==> src/sv/b64_pkg.sv <==
// types, constants and status codes for the base64 stream decoder
// used by the character classifier, the step logic and the top level
package b64_pkg;

  localparam int unsigned QuartetLen = 4;
  localparam int unsigned SextetW    = 7;
  localparam logic [SextetW-1:0] PadMark = 7'd64;

  localparam logic [7:0] CharPad = 8'h3d;

  localparam int unsigned PaddrW = 3;
  localparam logic [0:0] RegSkipJunk = 1'b0;

  typedef enum logic [1:0] {
    StOk      = 2'd0,
    StInvalid = 2'd1,
    StShort   = 2'd2
  } status_e;

  // classification of one text byte
  typedef struct packed {
    logic       is_space;
    logic       is_alpha;
    logic       is_pad;
    logic [5:0] value;
  } char_info_t;

  // decoder state carried from byte to byte
  typedef struct packed {
    logic [QuartetLen-1:0][SextetW-1:0] sextets;
    logic [1:0]                         fill_count;
    logic                               data_finished;
    logic                               error_seen;
  } dec_state_t;

  // one result item
  typedef struct packed {
    logic [7:0] byte0;
    logic [7:0] byte1;
    logic [7:0] byte2;
    logic [1:0] count;
    status_e    status;
  } dec_result_t;

endpackage

==> src/sv/b64_char_class.sv <==
// character classifier: whitespace, alphabet value, pad
// depends on b64_pkg
module b64_char_class (
  input  logic [7:0]          char_i,
  output b64_pkg::char_info_t info_o
);

  always_comb begin
    info_o          = '0;
    info_o.is_pad   = (char_i == b64_pkg::CharPad);
    info_o.is_space = 1'b0;
    case (char_i) inside
      8'h20, 8'h09, 8'h0a, 8'h0d, 8'h0c, 8'h0b: begin
        info_o.is_space = 1'b1;
      end
      [8'h41:8'h5a]: begin
        info_o.is_alpha = 1'b1;
        info_o.value    = 6'(char_i - 8'h41);
      end
      [8'h61:8'h7a]: begin
        info_o.is_alpha = 1'b1;
        info_o.value    = 6'(char_i - 8'h61 + 8'd26);
      end
      [8'h30:8'h39]: begin
        info_o.is_alpha = 1'b1;
        info_o.value    = 6'(char_i - 8'h30 + 8'd52);
      end
      8'h2b: begin
        info_o.is_alpha = 1'b1;
        info_o.value    = 6'd62;
      end
      8'h2f: begin
        info_o.is_alpha = 1'b1;
        info_o.value    = 6'd63;
      end
      default: begin
        info_o.is_alpha = 1'b0;
      end
    endcase
  end

endmodule

==> src/sv/b64_step.sv <==
// per-byte decode step: quartet gathering, pad checks, byte emission, end of stream
// depends on b64_pkg
module b64_step (
  input  b64_pkg::dec_state_t  state_i,
  input  b64_pkg::char_info_t  info_i,
  input  logic                 eos_i,
  input  logic                 skip_junk_i,
  output b64_pkg::dec_state_t  state_o,
  output b64_pkg::dec_result_t result_o
);

  always_comb begin
    logic                        inv;
    logic                        wr;
    logic [b64_pkg::SextetW-1:0] val;
    logic [b64_pkg::SextetW-1:0] q0, q1, q2, q3;

    inv      = 1'b0;
    wr       = 1'b0;
    val      = '0;
    state_o  = state_i;
    result_o = '0;
    result_o.status = b64_pkg::StOk;

    if (state_i.error_seen) begin
      inv = 1'b1;
    end else if (info_i.is_space) begin
      inv = 1'b0;
    end else if (state_i.data_finished) begin
      // only blanks may follow the end of data, or garbage when skip_junk is set
      if (info_i.is_alpha || info_i.is_pad || !skip_junk_i) begin
        inv = 1'b1;
      end
    end else if (info_i.is_pad) begin
      if (state_i.fill_count < 2'd2) begin
        inv = 1'b1;
      end else begin
        wr  = 1'b1;
        val = b64_pkg::PadMark;
      end
    end else if (!info_i.is_alpha) begin
      inv = !skip_junk_i;
    end else if (state_i.fill_count != 2'd0 &&
                 state_i.sextets[state_i.fill_count - 2'd1] == b64_pkg::PadMark) begin
      // data after a pad
      inv = 1'b1;
    end else begin
      wr  = 1'b1;
      val = {1'b0, info_i.value};
    end

    q0 = state_i.sextets[0];
    q1 = state_i.sextets[1];
    q2 = state_i.sextets[2];
    q3 = val;

    if (wr) begin
      state_o.sextets[state_i.fill_count] = val;
      if (state_i.fill_count == 2'd3) begin
        if (q0 == b64_pkg::PadMark || q1 == b64_pkg::PadMark ||
            (q2 == b64_pkg::PadMark && q3 != b64_pkg::PadMark)) begin
          inv = 1'b1;
        end else begin
          result_o.byte0 = {q0[5:0], q1[5:4]};
          if (q2 == b64_pkg::PadMark) begin
            result_o.count         = 2'd1;
            state_o.data_finished  = 1'b1;
          end else begin
            result_o.byte1 = {q1[3:0], q2[5:2]};
            if (q3 == b64_pkg::PadMark) begin
              result_o.count        = 2'd2;
              state_o.data_finished = 1'b1;
            end else begin
              result_o.byte2 = {q2[1:0], q3[5:0]};
              result_o.count = 2'd3;
            end
          end
          state_o.fill_count = 2'd0;
        end
      end else begin
        state_o.fill_count = state_i.fill_count + 2'd1;
      end
    end

    if (inv) begin
      state_o.error_seen = 1'b1;
      result_o.byte0     = '0;
      result_o.byte1     = '0;
      result_o.byte2     = '0;
      result_o.count     = 2'd0;
      result_o.status    = b64_pkg::StInvalid;
    end

    if (eos_i) begin
      if (!inv && state_o.fill_count != 2'd0) begin
        result_o.status = b64_pkg::StShort;
      end
      state_o = '0;
    end
  end

endmodule

==> src/sv/base64_strict_stream_decoder.sv <==
// top level of the strict base64 stream decoder: handshakes, apb register, state
// depends on b64_pkg, b64_char_class and b64_step
//
// usage
//   input channel: one text byte per transfer (in_byte_i, end_of_stream_i)
//   under in_valid_i / in_ready_o
//   output channel: exactly one result per input transfer (up to three decoded
//   bytes, out_count_o, status_o) under out_valid_o / out_ready_i
//   apb port: register 0 at byte address 0, bit 0 = skip_junk; pready is
//   tied high and writes land in the access phase
// timing
//   the byte is captured in an input register; the decode step runs on the
//   held byte and loads the output register once that is free or draining
//   throughput is one byte per cycle while out_ready_i stays high: the decode
//   step is combinational logic between the input register and the output
//   register
// reset
//   clears the quartet, fill count, finished and error flags, skip_junk
//   and both valid flags
// back pressure
//   when out_ready_i is low the result holds; one more byte can sit in the
//   input register, after which in_ready_o drops
// an invalid byte sets a sticky error until end of stream; end_of_stream_i
// reports a partial quartet and then clears the decoder state
module base64_strict_stream_decoder (
  input  logic                        clk_i,
  input  logic                        rst_ni,
  // input channel
  input  logic                        in_valid_i,
  output logic                        in_ready_o,
  input  logic [7:0]                  in_byte_i,
  input  logic                        end_of_stream_i,
  // output channel
  output logic                        out_valid_o,
  input  logic                        out_ready_i,
  output logic [7:0]                  out_byte0_o,
  output logic [7:0]                  out_byte1_o,
  output logic [7:0]                  out_byte2_o,
  output logic [1:0]                  out_count_o,
  output logic [1:0]                  status_o,
  // apb configuration port
  input  logic                        psel,
  input  logic                        penable,
  input  logic                        pwrite,
  input  logic [b64_pkg::PaddrW-1:0]  paddr,
  input  logic [31:0]                 pwdata,
  output logic [31:0]                 prdata,
  output logic                        pready
);

  // configuration register
  logic skip_junk_q, skip_junk_d;
  logic cfg_sel;

  // input register
  logic       in_vld_q, in_vld_d;
  logic [7:0] in_byte_q, in_byte_d;
  logic       eos_q, eos_d;

  // decoder state and output register
  b64_pkg::dec_state_t  state_q, state_d;
  b64_pkg::dec_state_t  step_state;
  b64_pkg::dec_result_t step_res;
  b64_pkg::dec_result_t res_q, res_d;
  logic                 out_vld_q, out_vld_d;

  b64_pkg::char_info_t  info;
  logic                 advance;

  // apb: register index is the word address
  assign pready  = 1'b1;
  assign cfg_sel = (paddr[b64_pkg::PaddrW-1:2] == b64_pkg::RegSkipJunk);
  assign prdata  = cfg_sel ? {31'd0, skip_junk_q} : 32'd0;

  always_comb begin
    skip_junk_d = skip_junk_q;
    if (psel && penable && pwrite && pready && cfg_sel) begin
      skip_junk_d = pwdata[0];
    end
  end

  // the held byte moves on when the output register is free or being drained
  assign advance    = in_vld_q && (!out_vld_q || out_ready_i);
  assign in_ready_o = !in_vld_q || advance;

  always_comb begin
    in_vld_d  = in_vld_q;
    in_byte_d = in_byte_q;
    eos_d     = eos_q;
    if (in_ready_o) begin
      in_vld_d  = in_valid_i;
      in_byte_d = in_byte_i;
      eos_d     = end_of_stream_i;
    end
  end

  b64_char_class u_class (
    .char_i (in_byte_q),
    .info_o (info)
  );

  b64_step u_step (
    .state_i     (state_q),
    .info_i      (info),
    .eos_i       (eos_q),
    .skip_junk_i (skip_junk_q),
    .state_o     (step_state),
    .result_o    (step_res)
  );

  // state only moves together with a transfer into the output register
  always_comb begin
    state_d   = state_q;
    res_d     = res_q;
    out_vld_d = out_vld_q;
    if (advance) begin
      state_d   = step_state;
      res_d     = step_res;
      out_vld_d = 1'b1;
    end else if (out_ready_i) begin
      out_vld_d = 1'b0;
    end
  end

  always_ff @(posedge clk_i or negedge rst_ni) begin
    if (!rst_ni) begin
      skip_junk_q <= 1'b0;
      in_vld_q    <= 1'b0;
      out_vld_q   <= 1'b0;
      state_q     <= '0;
    end else begin
      skip_junk_q <= skip_junk_d;
      in_vld_q    <= in_vld_d;
      out_vld_q   <= out_vld_d;
      state_q     <= state_d;
    end
  end

  // payload registers
  always_ff @(posedge clk_i) begin
    in_byte_q <= in_byte_d;
    eos_q     <= eos_d;
    res_q     <= res_d;
  end

  assign out_valid_o = out_vld_q;
  assign out_byte0_o = res_q.byte0;
  assign out_byte1_o = res_q.byte1;
  assign out_byte2_o = res_q.byte2;
  assign out_count_o = res_q.count;
  assign status_o    = res_q.status;

  // decoded bytes only come with an ok status
  assert property (@(posedge clk_i) disable iff (!rst_ni)
    (out_vld_q && res_q.count != 2'd0) |-> (res_q.status == b64_pkg::StOk))
    else $error("decoded bytes reported with a non-ok status");

  // a sticky error turns the next result into an invalid one
  assert property (@(posedge clk_i) disable iff (!rst_ni)
    (advance && state_q.error_seen) |=> (res_q.status == b64_pkg::StInvalid))
    else $error("byte after an error was not reported invalid");

  // a finished stream never holds a partial quartet
  assert property (@(posedge clk_i) disable iff (!rst_ni)
    state_q.data_finished |-> (state_q.fill_count == 2'd0))
    else $error("partial quartet after end of data");

  // end of stream leaves clean state behind
  assert property (@(posedge clk_i) disable iff (!rst_ni)
    (advance && eos_q) |=> (state_q == '0))
    else $error("state not cleared after end of stream");

endmodule

==> config.mk <==
export PLATFORM = sky130hd
export DESIGN_NAME = base64_strict_stream_decoder
export DESIGN_NICKNAME = d
export VERILOG_FILES = /design/src/sv/b64_pkg.sv /design/src/sv/b64_char_class.sv /design/src/sv/b64_step.sv /design/src/sv/base64_strict_stream_decoder.sv
export SDC_FILE = /design/constraint.sdc
export NUM_CORES = 1
export LEC_CHECK = 0
export ABC_AREA = 1
export BUFFER_PORTS_ARGS = -buffer_cell sky130_fd_sc_hd__buf_4
export CAP_MARGIN = 5
export CELL_PAD_IN_SITES_DETAIL_PLACEMENT = 2
export CELL_PAD_IN_SITES_GLOBAL_PLACEMENT = 2
export CORE_UTILIZATION = 31
export DETAILED_ROUTE_END_ITERATION = 7
export PLACE_DENSITY_LB_ADDON = 0.3
export SETUP_SLACK_MARGIN = 0.5
export SLEW_MARGIN = 20
export SYNTH_ARGS = -nofsm -noshare
export SYNTH_HDL_FRONTEND = slang
export SYNTH_SLANG_ARGS = --single-unit
export TNS_END_PERCENT = 10
==> constraint.sdc <==
create_clock -name clk_i -period 3.1 [get_ports clk_i]
set_clock_uncertainty 0.2 [all_clocks]
set_input_delay 0.155 -clock clk_i [delete_from_list [all_inputs] [get_ports clk_i]]
set_output_delay 0.155 -clock clk_i [all_outputs]
set_load 0.005 [all_outputs]
==> metrics.txt, run 1 <==
Fin. Hold Viols 0; number of synthesized flops with an enable pin 37; Core Footprint 13990 sq um; Synth area leaders edfxtp_1 25%, dfrtp_1 20%, nand2_1 9.4%; arrival time at the worst endpoint 2640 ps; CP required 3190 ps; top_reg_cell synth edfxtp_1; Power Density 508.2 nW/um^2; Slew Viols, Final 0; synthesized flop and latch total 72; largest net degree at the start of global routing 36; Boundary Pins 114; worst IR drop on VDD 0.2474 mV; slew margin rel. 54.70%; Crit Path Class reg2reg; first-pass GRT wire length 20640 um; Leak Pwr 0.002706 uW; Chip Width 122.1 um; type of the worst min-delay path in2async; worst path bufs/invs 3; most frequent cell after synthesis nand2_1; Synth Area per Inst 8.585 sq um; GRT overflow 0; Initial Util 31.98%; largest delay contributor family on the critical path simple AND/OR/NAND/NOR gates; launching element type of the critical path flop; Syn Inst Count 521; drt pass-1 iters 4; antenna violations before repair 0; fmax 390.8 MHz; post-route antenna net violation count 0; final instance area 5836 sq um; Max Cap Viol 0; synthesized area 4473 sq um; # rows 43; clock transition at the registers of the reported paths 70 ps; CTS Root Cell clkbuf_16; Iteration-0 DRC Markers 151; Die Y 122.1 um; CTS tree yes; number of diodes 0; vias in the first global route 4042; Via-to-Cell Ratio 4.774; Layout area overhead 30.46%; Routed Wire Length 13450 um; Num Clock Sinks 72; CP max-delay cell edfxtp_1; crit path cell chain buf_6, ha_4, a21oi_2, nor2_1, nand2_1, nand2_2, buf_4, o21ai_1, o22ai_2, buf_4, nor3_4, nand3_2, nand2_1; CP Max Fanout 6; CP max stage delay 490 ps; H-Tree Level Count 3; Die ar. 14910 sq um; gpl congestion 0.8365; final setup violation count 0; fin worst setup slack 541.4 ps; Setup crit end kind flop; layout cells sized above 1 31.03%; worst r2r src in_byte_q[3]; run status completed; fillcell total 1597; Yosys cell types 41; Layout Utilization 41.72%; Post-synth top cells 112 x nand2_1, 67 x nand3_1, 47 x inv_1; Clock Latency Late Sink 350 ps; gr usage total 18.16%; min cycle time layout 2559 ps; CTS Buf Count 9; vias post-DR 3829; clk buf depth 2; Synth area leader edfxtp_1; post-DP HPWL 9237 um; RSZ-0062 raised after global routing true; setup TNS 0 ps; top cell type's share of synthesized area 24.84%; pre-CTS WS 395.9 ps; DR WL/cell 16.77 um; placed cell area 4937 sq um; Final Cycle Share 82.54%; sequential area share after synthesis 44.42%; Synth warnings 0; Critical path origin in_byte_q[3]; port bufs 48; Final nets 682; Worst Max-Slew Pin Slew 679.5 ps; number of remaining DRC errors 0; asr flop ratio synth 48.61%
[report_power, final]
part	internal, uW	total, uW	leakage (uW)	switching (uW)
Clock	558	1010	0.000135	447
Sequential	1090	1150	0.000853	62.2
Combinational	307	812	0.00172	504
[worst paths after layout]
kind / slack [ps] / cells past startpoint / end
min reg2reg: 300 / 2 / state_q[17]
max in group asynchronous: 2250 / 2 / out_valid_o
min in group clk_i: 300 / 2 / state_q[17]
max: 540 / 13 / state_q[13]
max reg2reg: 540 / 13 / state_q[13]
min: 100 / 2 / state_q[13]
[through the flow]
step	total power (uW)	hold WS, ps	cells
detailed placement	1828	-53.92	747
CTS	2884	111.1	779
finish	2966	102.4	802
floorplan	1612	-340.6	551
global placement	1798	-58.57	747
global route	3116	147.6	802
[layer usage]
metal  vias to the layer above  wire (um)  global-route usage (%)  part of all wire, %
li1                       1834          -                       -                    -
met1                      1892       5915                   22.68                   44
met2                        90       6917                   31.39                   51
met3                        13        372                   2.996                  2.8
met4                         0        243                   6.555                  1.8
met5                         -          0                       0                    0
[final cells by class]
cell class	instances	area (sq um)	share of cell area (%)
clock buffers	9	225.2	3.859
clock inverters	7	61.31	1.051
inverters	59	234.0	4.009
multi-input cells	376	2270	38.89
flip-flops and latches	72	1987	34.05
well taps	180	225.2	3.859
repair buffers	99	833.3	14.28
[worst reg2reg max path, stage by stage, from the launching register on]
cell and delay, ps:
edfxtp_1 490, buf_6 170, ha_4 180, a21oi_2 160
nor2_1 60, nand2_1 80, nand2_2 70, buf_4 160
o21ai_1 160, o22ai_2 120, buf_4 150, nor3_4 270
nand3_2 130, nand2_1 90
[timing repair]
item	4_1_cts	5_1_grt
hold endpoints to repair	47	0
buffers inserted	1	21
resized for setup	17	52
hold buffers	15	0
setup endpoints to repair	55	58
cloned	0	2
pin swaps	0	10
[logic make-up after synthesis]
kind of cell / Yosys count / share of synthesized area (%)
buf+inv: 104 / 12.48
fa+ha+maj: 14 / 3.916
compound gates: 29 / 3.636
flops: 72 / 44.42
simple gates: 294 / 34.21
other cells: 2 / 0.1679
xor+xnor: 6 / 1.175
[placed cells by master (no fill, tap or decap), types with 3 or more instances in the layout]
cell             n
nand3_2          5
a21oi_1          5
conb_1          32
inv_2           12
nand3_4          3
nor3_2          11
inv_6            5
buf_4           77
nand3_1         63
inv_1           41
inv_4            3
ha_1             7
nand2_1        104
ha_4             5
nor3_1           7
dlygate4sd3_1   15
nor2_4           5
dfrtp_1         35
xor2_1           5
nand2_2         12
nand4_1          7
nor2_1          45
o21ai_0         12
edfxtp_1        37
nand2_4          8
buf_6            4
nor2_2           8
nor3b_2          6
clkbuf_16       10
[state kept, by name, indices dropped and copies added, names as in the netlist]
signal,count
in_vld_q,1
eos_q,1
out_byte1_o,8
out_count_o,2
out_byte0_o,8
out_valid_o,1
in_byte_q,8
skip_junk_q,1
state_q,32
status_o,2
out_byte2_o,8
Note: power is estimated with default switching activity, not from simulation.
==> inputs of run 2 (changes only) <==
CORE_UTILIZATION = 28   (was 31)
clock period = 2.1 ns   (was 3.1 ns; I/O delays follow)
==> metrics.txt, run 2 (synthesized netlist as in run 1, its figures left out) <==
Layout area overhead 50.52%; Die ar. 16480 sq um; vias post-DR 4217; RSZ-0062 raised after global routing true; final setup violation count 60; fin worst setup slack -523.9 ps; Setup crit end kind flop; launching element type of the critical path flop; clk buf depth 2; setup TNS -28360 ps; pre-CTS WS -634.6 ps; Worst Max-Slew Pin Slew 649.8 ps; post-DP HPWL 11370 um; Routed Wire Length 15960 um; Chip Width 128.4 um; Boundary Pins 114; CP max-delay cell edfxtp_1; arrival time at the worst endpoint 2720 ps; Core Footprint 15370 sq um; layout cells sized above 1 42.80%; Final Cycle Share 124.9%; CP required 2190 ps; antenna violations before repair 0; Max Cap Viol 0; WL met3 459 um; fmax 381.1 MHz; Via-to-Cell Ratio 4.589; gpl congestion 0.8620; CTS tree yes; commonest non-fill, non-tap cells in the layout 155 x buf_4, 95 x nand2_1, 53 x nand3_1; Num Clock Sinks 72; crit path cell chain buf_6, buf_4, ha_2, nand2_2, nand3_2, o21ai_1, nand2_1, inv_4, nand2_4, nor2_8, buf_12, nand3_4, inv_6, nand2_8, nand2_8, nand2_1, nand2_1; first-pass GRT wire length 24020 um; Iteration-0 DRC Markers 167; Met2 Wirelength 8367 um; Fin. Hold Viols 9; port bufs 48; worst IR drop on VDD 0.3956 mV; GRT overflow 0; DR WL/cell 17.36 um; CTS Buf Count 9; number of diodes 0; post-route antenna net violation count 0; run status finished, violations left; Hold Slack -27.22 ps; largest reg by FF count state_q; clock transition at the registers of the reported paths 60 ps; CP max stage delay 430 ps; vias in the first global route 4564; WL met1 6761 um; commonest non-fill, non-tap cell in the layout buf_4; crit-path most repeated cell nand2_1; Crit Path Class reg2reg; min cycle time layout 2624 ps; CP Max Fanout 8; Clock Latency Late Sink 350 ps; fillcell total 1695; type of the worst min-delay path in2reg; drt pass-1 iters 4; max reg flops 32; slew margin rel. 56.58%; # rows 45; Power Density 734.5 nW/um^2; Die Y 128.4 um; gr usage total 19.53%; largest net degree at the start of global routing 36; Leak Pwr 0.003159 uW; Final nets 768; number of remaining DRC errors 0; Initial Util 29.10%; failing checks negative hold slack, negative setup slack; CTS Root Cell clkbuf_16; H-Tree Level Count 3; Top Metal Used met4; Slew Viols, Final 0
run 2: changes by cell type in the layout (fill, tap and decap cells not counted), sizes merged:
cell         before  now
buf              83  167
nand4             9   10
inv              62   60
clkbuf           10    9
clkinv            2    4
dlygate4sd3      15   17
bufinv            0    2
clkinvlp          2    0
run 2: path summary, 6_finish.rpt:
check                           cells after the start  slack [ps]    startpoint            to
worst max-delay path                               17        -520  in_byte_q[1]   state_q[10]
worst min-delay path                                3         -30   out_ready_i  in_byte_q[1]
worst max register to register                     17        -520  in_byte_q[1]   state_q[10]
worst min register to register                      2         310   state_q[17]   state_q[17]
max in group asynchronous                           2        1300        rst_ni    state_q[8]
min in group asynchronous                           2          60        rst_ni   state_q[17]
run 2: routing by layer:
metal	vias up	track usage, %
li1	2005	-
met1	2089	22.91
met2	98	34.98
met3	25	2.827
met4	0	9.343
met5	-	0
run 2: metrics by stage:
| stage | cell area, sq um | std cells | util (%) | hold slack (ps) | power [uW] |
|---|---|---|---|---|---|
| 3_5_place_dp | 5768 | 866 | 37.53 | -100.1 | 3005 |
| 5_1_grt | 6733 | 919 | 43.80 | -0.09026 | 5161 |
| 6_report | 6733 | 919 | 43.80 | -27.22 | 4945 |
| 2_1_floorplan | 4667 | 551 | - | -390.6 | 2424 |
| 3_3_place_gp | 5768 | 866 | 37.53 | -107.0 | 2945 |
| 4_1_cts | 6506 | 912 | 42.33 | -4.067 | 4872 |
run 2: layout make-up:
class / instances / area, sq um / area share, %
multi-input combinational: 377 / 2420 / 35.94
clock buffer: 9 / 225.2 / 3.345
timing repair buffer: 184 / 1498 / 22.24
tap: 211 / 264.0 / 3.921
clock inverter: 7 / 102.6 / 1.524
sequential: 72 / 1987 / 29.51
inverter: 59 / 236.5 / 3.512
run 2: power by group:
group	total, uW	switching, uW	internal, uW
clock network	1720	661	1060
registers	1670	65.3	1600
logic	1560	904	655
run 2: repair_timing:
| item | CTS | global route |
|---|---|---|
| endpoints found under the setup margin | 84 | 85 |
| resized for setup | 35 | 41 |
| buffers inserted | 11 | 6 |
| cloned | 3 | 0 |
| hold endpoints to repair | 47 | 1 |
| pin swaps | 11 | 22 |
| hold buffers | 16 | 1 |
run 2: critical path, delay by kind of cell (launching register included):
family	cells	cell delay [ps]
buffers and inverters	5	680
flip-flops	1	430
AND/OR/NAND/NOR	10	910
AO/OA/AOI/OAI	1	140
adder cells (fa/ha/maj)	1	180
==> inputs of run 3 (changes only) <==
CORE_ASPECT_RATIO = 1.75   (was default)
==> metrics.txt, run 3 (synthesized netlist as in run 1, its figures left out) <==
NetSw 1788 uW; arrival time at the worst endpoint 2570 ps; gr usage total 23.60%; Hold Slack -39.00 ps; Setup crit end kind flop; fillcell total 1689; grt peak-use layer met2; Fin. Hold Viols 1; dpl cells 843; launching element type of the critical path flop; CTS Buf Count 9; slew margin rel. 60.20%; run status finished, violations left; H-Tree Level Count 3; Num Clock Sinks 72; first-pass GRT wire length 28970 um; Final nets 785; number of remaining DRC errors 0; GRT overflow 0; largest reg by FF count state_q; # rows 60; largest net degree at the start of global routing 36; setup TNS -29030 ps; Layout area overhead 56.42%; Leak Pwr 0.003311 uW; Power Density 726.1 nW/um^2; Die ar. 16500 sq um; gpl congestion 0.8962; Slew Viols, Final 0; Routed Wire Length 19480 um; Worst Max-Slew Pin Slew 597.0 ps; switching part of the total 35.19%; CTS Root Cell clkbuf_16; clock transition at the registers of the reported paths 70 ps; post-DP HPWL 12660 um; number of diodes 0; met1 Resource Use GR 19.42%; antenna violations before repair 0; post-route antenna net violation count 0; drt pass-1 iters 4; pre-CTS WS -707.4 ps; CTS tree yes; Clk pwr share 32.1%; Die Y 169.2 um; power share of the combinational group 34.9%; Flop pwr share 33.0%; commonest non-fill, non-tap cell in the layout buf_4; Crit Path Class reg2reg; CP Max Fanout 7; worst IR drop on VDD 0.3859 mV; vias in the first global route 5199; DR WL/cell 21.38 um; Boundary Pins 114; commonest non-fill, non-tap cells in the layout 166 x buf_4, 91 x nand2_1, 59 x nand3_1; Critical path origin in_byte_q[3]; Initial Util 28.92%; met2 Resource Use GR 48.37%; port bufs 48; Via-to-Cell Ratio 4.901; Cell Int Power 3293 uW; Chip Width 97.55 um; final setup violation count 60; failing checks negative hold slack, negative setup slack; GR Layer Usage met3 3.418%; vias post-DR 4465; Final Instance Count excl. Fillers 911; fmax 375.5 MHz; type of the worst min-delay path in2reg; post-layout power 5080 uW; Clock Latency Late Sink 350 ps; Max Cap Viol 0; RSZ-0062 raised after global routing true; fin worst setup slack -562.9 ps; layout cells sized above 1 45.24%; Iteration-0 DRC Markers 77; max reg flops 32; Final Cycle Share 126.8%; Core Footprint 15460 sq um; CP required 2010 ps; worst r2r src in_byte_q[3]; min-delay src out_ready_i; clk buf depth 2; min cycle time layout 2663 ps
run 3: what timing repair did:
item / 4_1_cts / 5_1_grt
gates resized for setup: 68 / 60
hold endpoints to repair: 47 / 0
setup endpoints to repair: 84 / 91
hold buffers: 16 / 0
cloned: 3 / 0
buffers inserted: 24 / 9
pin swaps: 24 / 32
run 3: area by class of cell:
cell class / instances / area, sq um / share of cell area [%]
multi-input combinational: 377 / 2506 / 35.82
sequential: 72 / 1987 / 28.40
timing repair buffer: 201 / 1707 / 24.39
clock buffer: 12 / 279.0 / 3.988
inverter: 59 / 255.2 / 3.648
tap: 186 / 232.7 / 3.326
clock inverter: 4 / 30.03 / 0.4292
run 3: metal layers:
metal | part of all wire (%) | vias up
met4 | 7.1 | 0
met5 | 0 | -
met1 | 31 | 2209
met2 | 59 | 135
li1 | - | 2037
met3 | 2.8 | 84
run 3: path summary, 6_finish.rpt:
path,endpoint,slack [ps],depth (start not counted)
worst min register to register,state_q[30],310,2
worst min-delay path,in_vld_q,-40,4
min in group asynchronous,state_q[27],60,2
worst max register to register,status_o[1],-560,15
max in group asynchronous,state_q[7],1270,2
worst max-delay path,status_o[1],-560,15
run 3: power groups by stage:
stage | combinational [uW] | sequential (uW) | clock (uW)
6_report | 1770 | 1670 | 1630
2_1_floorplan | 725 | 1700 | 0
4_1_cts | 1590 | 1670 | 1640
5_1_grt | 1870 | 1680 | 1700
3_3_place_gp | 1260 | 1690 | 0
3_5_place_dp | 1320 | 1700 | 0
run 3: worst max-delay path, cell delays in order (launching register included):
cell and delay, ps:
edfxtp_1 420, buf_6 170, ha_4 190, nand2_1 130
nand3_2 100, o21ai_2 150, nand2_2 100, clkinv_4 100
nand3_4 150, nand2_8 150, buf_4 120, nand3_1 50
nand2_1 110, nand2_1 130, nand2_1 100, nor2_1 40
run 3: stage by stage:
step | cell area (sq um) | utilization (%) | hold WS, ps
floorplan | 4667 | - | -390.6
global placement | 5727 | 37.03 | -105.1
detailed placement | 5727 | 37.03 | -90.67
CTS | 6743 | 43.60 | 43.22
global route | 6997 | 45.24 | -0.6503
finish | 6997 | 45.24 | -39.00
